$ cat src/sv/chsi_pkg.sv
// ----------------------------------------------------------------------------
// chsi_pkg
// Shared types and constants of the cubic Hermite sample interpolator.
// ----------------------------------------------------------------------------
package chsi_pkg;

  // Field widths of the stream items
  localparam int SAMPLE_BITS   = 16;
  localparam int FRACTION_BITS = 16;
  localparam int ADDR_BITS     = 12;
  localparam int FRAME_BITS    = 12;
  localparam int CHAN_BITS     = 3;
  localparam int IN_DATA_BITS  = 64;

  // Configuration register widths
  localparam int COUNT_BITS    = 13;
  localparam int CHCOUNT_BITS  = 4;

  // Frame index with room for k+2, and the interleaved index before clamping
  localparam int FRAME_EXT_BITS = FRAME_BITS + 1;
  localparam int IDX_BITS       = FRAME_EXT_BITS + CHCOUNT_BITS;

  // Datapath accumulator and the product of the shared unit
  localparam int ACC_BITS  = 24;
  localparam int PROD_BITS = ACC_BITS + FRACTION_BITS + 1;

  // Four taps per interpolation, three Horner steps
  localparam int NUM_TAPS  = 4;
  localparam int TAP_BITS  = 2;
  localparam int NUM_STEPS = 3;
  localparam int STEP_BITS = 2;

  // Saturation limits of a result sample
  localparam logic signed [ACC_BITS-1:0] SAT_HI = ACC_BITS'(2**(SAMPLE_BITS-1) - 1);
  localparam logic signed [ACC_BITS-1:0] SAT_LO = -SAT_HI - ACC_BITS'(1);

  // Operation codes carried in tuser
  typedef enum logic [0:0] {
    OP_STORE  = 1'b0,
    OP_INTERP = 1'b1
  } op_t;

  // Configuration register indexes
  typedef enum logic [0:0] {
    REG_SAMPLE_COUNT  = 1'b0,
    REG_CHANNEL_COUNT = 1'b1
  } reg_index_t;

  // Sequencer states
  typedef enum logic [2:0] {
    ST_IDLE,
    ST_FETCH,
    ST_LOAD,
    ST_MAC,
    ST_FINISH
  } state_t;

  // Control of the shared multiply unit
  typedef struct packed {
    logic clear;
    logic step;
  } mac_ctl_t;

endpackage

$ cat src/sv/chsi_mac.sv
// ----------------------------------------------------------------------------
// chsi_mac
// Shared Horner step unit: acc <= asr((acc + coef) * frac, FRACTION_BITS).
// ----------------------------------------------------------------------------
module chsi_mac
  import chsi_pkg::*;
(
  input  logic                       clk,
  input  mac_ctl_t                   ctl,
  input  logic signed [ACC_BITS-1:0] coef,
  input  logic [FRACTION_BITS-1:0]   frac,
  output logic signed [ACC_BITS-1:0] acc
);

  logic signed [ACC_BITS-1:0]  acc_r;
  logic signed [ACC_BITS-1:0]  acc_nxt;
  logic signed [ACC_BITS-1:0]  sum;
  logic signed [PROD_BITS-1:0] prod;

  // Add the coefficient, scale by the fraction, drop the fraction bits (floor)
  always_comb begin
    sum  = acc_r + coef;
    prod = PROD_BITS'(sum) * PROD_BITS'($signed({1'b0, frac}));
    if (ctl.clear) begin
      acc_nxt = '0;
    end else if (ctl.step) begin
      acc_nxt = ACC_BITS'(prod >>> FRACTION_BITS);
    end else begin
      acc_nxt = acc_r;
    end
  end

  always_ff @(posedge clk) begin
    acc_r <= acc_nxt;
  end

  assign acc = acc_r;

endmodule

$ cat config.mk
export PLATFORM = sky130hd
export DESIGN_NAME = chsi_mac
export DESIGN_NICKNAME = d
export VERILOG_FILES = /design/src/sv/chsi_pkg.sv /design/src/sv/chsi_mac.sv
export SDC_FILE = /design/constraint.sdc
export NUM_CORES = 1
export LEC_CHECK = 0
export BUFFER_PORTS_ARGS = -buffer_cell sky130_fd_sc_hd__buf_2
export CAP_MARGIN = 20
export CORE_UTILIZATION = 66
export DETAILED_ROUTE_END_ITERATION = 16
export PLACE_DENSITY = 0.84
export SLEW_MARGIN = 30
export SYNTH_ARGS = -nofsm -noshare
export SYNTH_HDL_FRONTEND = slang
export SYNTH_SLANG_ARGS = --single-unit
export TNS_END_PERCENT = 20
$ cat constraint.sdc
create_clock -name clk -period 8.8 [get_ports clk]
set_input_delay 0.44 -clock clk [delete_from_list [all_inputs] [get_ports clk]]
set_output_delay 0.44 -clock clk [all_outputs]
set_load 0.02 [all_outputs]
==> impl_results.md <==
* Count of unique library cells instantiated by Yosys at 71
* Aggregate global routing overflow at 0
* Relative area change from synthesis to final layout at 4.71%
* Worst EP arrival at 8.59 ns
* Crit path launch type: flop
* Outcome: finished clean
* Final HPWL DP at 35600 um
* Clock tree skew after final layout at 0.00430 ns
* All-layer global routing usage at 0.365
* Initial core utilization at 0.670
* # Max-Cap Violations at 0
* Post-Layout Inst Area at 17600 um2
* Biggest regs: acc x24
* Buffer type at the clock tree root: sky130_fd_sc_hd__clkbuf_16
* Ys async rst share at 0
* Number of failing hold endpoints at the final stage at 0
* Number of buffers created by CTS at 3
* Number of clock sinks at 24
* Time the worst path needs with I/O delays and setup at 8.45 ns
* Number of buffers inserted by port buffering at 66
* Horizontal die dimension at 162 um
* Average vias per placed instance at 6.06
* Cell type with the highest occurrence count on the critical path: sky130_fd_sc_hd__fa_1
* Post-synth EDFFs at 0
* First-pass GRT wire length at 73600 um
* Routed length per placed instance at 19.6 um
* Headroom to the max-slew limit at 0.341
* Area of the placeable core at 25100 um2
* Setup Crit Path Kind: flop to flop
* Final routed wirelength across all metal layers at 45600 um
* Hold-fix buffers at CTS at 0
* Maximum fanout along the worst path at 12
* Clock H-tree levels at 1
* Number of rows in the core area at 58
* Largest Register: acc
* Area taken by flip-flops and latches at 480 um2
* Skew-Pair Late Insertion Delay at 0.26 ns
* Remaining DRCs at 0
* Cell Area, Synth at 16800 um2
* Mapped Cells at 1999
* Crit-path max cell delay at 0.54 ns
* Maximum root-to-sink buffer count at 2
* Height of the die at 162 um
* Post-synthesis sequential element count at 24
* FILL cells at 1915
* Via count of the routed design at 14100
* Initial DRC count at 1265
* Warnings from Yosys at 0
* Initial antenna violation count at 0
* Post-detailed-route count of antenna-violating nets at 0
* Number of primary I/O pins at 67
* Measured slew at the worst slew-check pin at 0.984 ns
* Layout net count at 2524
* Multi-input logic area at 14300 um2
* Area after DPL at 17500 um2
* Post-Synthesis Net Count at 2527
* Final slew viol count at 0
* Proportion of synthesized chip area in sequential cells at 0.0285
* Clock tree from TritonCTS: built
* Iteration count of the initial detailed-routing pass at 7
* Fraction of final layout cells with drive strength greater than 1 at 0.0712
* Path type of the worst min-delay path: flop to flop
* Number of diodes at 0
* Capturing element type of the critical path: flop
* Mean instance size in the synthesized netlist at 8.42 um2
* Share of the clock period used by the worst path after layout at 0.961
* Total setup violations reported at the end of the flow at 0
* Placer Congestion at 1.07
* Top FF cell, synth: sky130_fd_sc_hd__dfxtp_1
* Die area at 26100 um2
* Largest register FFs at 24
* Clock-pin slew on the worst setup and hold paths at 0.06 ns
* Largest net degree at the start of global routing at 46
* Upper clock frequency limit at 118 MHz
* Required time of the critical path at 8.94 ns
* Critical Path Slowest Stage Cell: sky130_fd_sc_hd__fa_1
* Number of global-route vias before repair at 14900
synth_stat cells, drive strengths merged (4+ instances only):
cell / instances / area share
nor4: 5 / 0.0019
a21o: 20 / 0.0089
a211oi: 5 / 0.0033
buf: 12 / 0.0040
ha: 120 / 0.089
xnor2: 38 / 0.020
o21bai: 6 / 0.0029
xor2: 10 / 0.0052
inv: 442 / 0.099
and2: 146 / 0.054
nand4b: 16 / 0.0083
o21a: 10 / 0.0045
clkbuf: 108 / 0.024
fa: 365 / 0.43
or2: 7 / 0.0026
nand2b: 10 / 0.0037
a21oi: 48 / 0.015
dfxtp: 24 / 0.029
o22ai: 4 / 0.0015
nand3: 88 / 0.026
nand4: 21 / 0.0078
nor3: 12 / 0.0036
or3: 6 / 0.0022
nor2: 65 / 0.014
nand2: 212 / 0.047
o311ai: 6 / 0.0031
o211ai: 11 / 0.0049
a31oi: 28 / 0.011
nor3b: 10 / 0.0048
o21ai: 39 / 0.012
mux2i: 21 / 0.012
nor4b: 8 / 0.0042
and3: 13 / 0.0048
a311oi: 7 / 0.0036
nor2b: 17 / 0.0063
placed cells by master, fill, tap and decap left out, types with 6 or more instances in the layout:
master and n:
sky130_fd_sc_hd__a21o_1 20, sky130_fd_sc_hd__a21oi_1 43, sky130_fd_sc_hd__a311oi_1 7, sky130_fd_sc_hd__a31oi_1 27, sky130_fd_sc_hd__and2_1 146, sky130_fd_sc_hd__and3_1 13
sky130_fd_sc_hd__buf_2 66, sky130_fd_sc_hd__buf_4 46, sky130_fd_sc_hd__dfxtp_1 24, sky130_fd_sc_hd__fa_1 365, sky130_fd_sc_hd__ha_1 120, sky130_fd_sc_hd__inv_1 442
sky130_fd_sc_hd__mux2i_1 21, sky130_fd_sc_hd__nand2_1 212, sky130_fd_sc_hd__nand2b_1 10, sky130_fd_sc_hd__nand3_1 88, sky130_fd_sc_hd__nand4_1 21, sky130_fd_sc_hd__nand4b_1 16
sky130_fd_sc_hd__nor2_1 65, sky130_fd_sc_hd__nor2b_1 17, sky130_fd_sc_hd__nor3_1 12, sky130_fd_sc_hd__nor3b_1 9, sky130_fd_sc_hd__nor4b_1 8, sky130_fd_sc_hd__o211ai_1 11
sky130_fd_sc_hd__o21a_1 10, sky130_fd_sc_hd__o21ai_0 25, sky130_fd_sc_hd__o21ai_1 12, sky130_fd_sc_hd__o311ai_0 6, sky130_fd_sc_hd__xnor2_1 33, sky130_fd_sc_hd__xor2_1 10
stage by stage:
| stage | TNS, ns | std cells | utilization | setup slack (ns) | hold WS [ns] |
|---|---|---|---|---|---|
| after CTS | 0 | 2324 | 0.699 | 0.211 | 0.480 |
| after global placement | 0 | 2321 | 0.696 | 0.186 | 0.467 |
| after global routing | -0.00834 | 2324 | 0.702 | -0.00834 | 0.494 |
| after detailed placement | 0 | 2321 | 0.696 | 0.107 | 0.471 |
| final | 0 | 2324 | 0.702 | 0.347 | 0.481 |
| after floorplan | 0 | 1999 | - | 0.822 | 0.536 |
metal layers:
layer | vias to the layer above | global-route usage | routed length, um
li1 | 6170 | - | -
met1 | 6960 | 0.430 | 16300
met2 | 747 | 0.632 | 22100
met3 | 199 | 0.0641 | 4240
met4 | 0 | 0.205 | 2880
met5 | - | 0 | 0
cell type report:
type,instances,share of cell area
Tap cell,330,0.0234
Sequential cell,24,0.0273
Clock buffer,3,0.00426
Inverter,442,0.0941
Multi-Input combinational cell,1413,0.813
Timing Repair Buffer,112,0.0383
timing repair:
item / in CTS / in global routing
setup endpoints to repair: 0 / 7
setup buffers: 0 / 0
resized for setup: 0 / 9
path summary, 6_finish.rpt:
kind                            depth (start not counted)              endpoint            startpoint  slack, ns
worst min register to register                          2  acc[16]$_SDFFE_PP0P_  acc[16]$_SDFFE_PP0P_       0.48
worst max register to register                         31  acc[15]$_SDFFE_PP0P_   acc[1]$_SDFFE_PP0P_       0.35
worst min-delay path                                    2  acc[16]$_SDFFE_PP0P_  acc[16]$_SDFFE_PP0P_       0.48
worst max-delay path                                   31  acc[15]$_SDFFE_PP0P_   acc[1]$_SDFFE_PP0P_       0.35
kinds of logic after synthesis:
logic type	after synthesis	synth area share
XOR/XNOR	48	0.0250
adder cells (fa/ha/maj)	487	0.524
multiplexers	22	0.0132
AO/OA/AOI/OAI	213	0.0864
AND/OR/NAND/NOR	643	0.196
buffers and inverters	562	0.127
flip-flops	24	0.0285
worst max-delay path, delay by kind of cell (launching register included):
family          cells  cell delay [ns]
simple gates        5             0.96
buf+inv             5             0.46
xor+xnor            2             0.39
fa+ha+maj           8             3.65
flops               1             0.39
compound gates     11             2.48
Power is not shown: default switching activity piles up to over one toggle a cycle in this logic, so the estimate is an artifact.
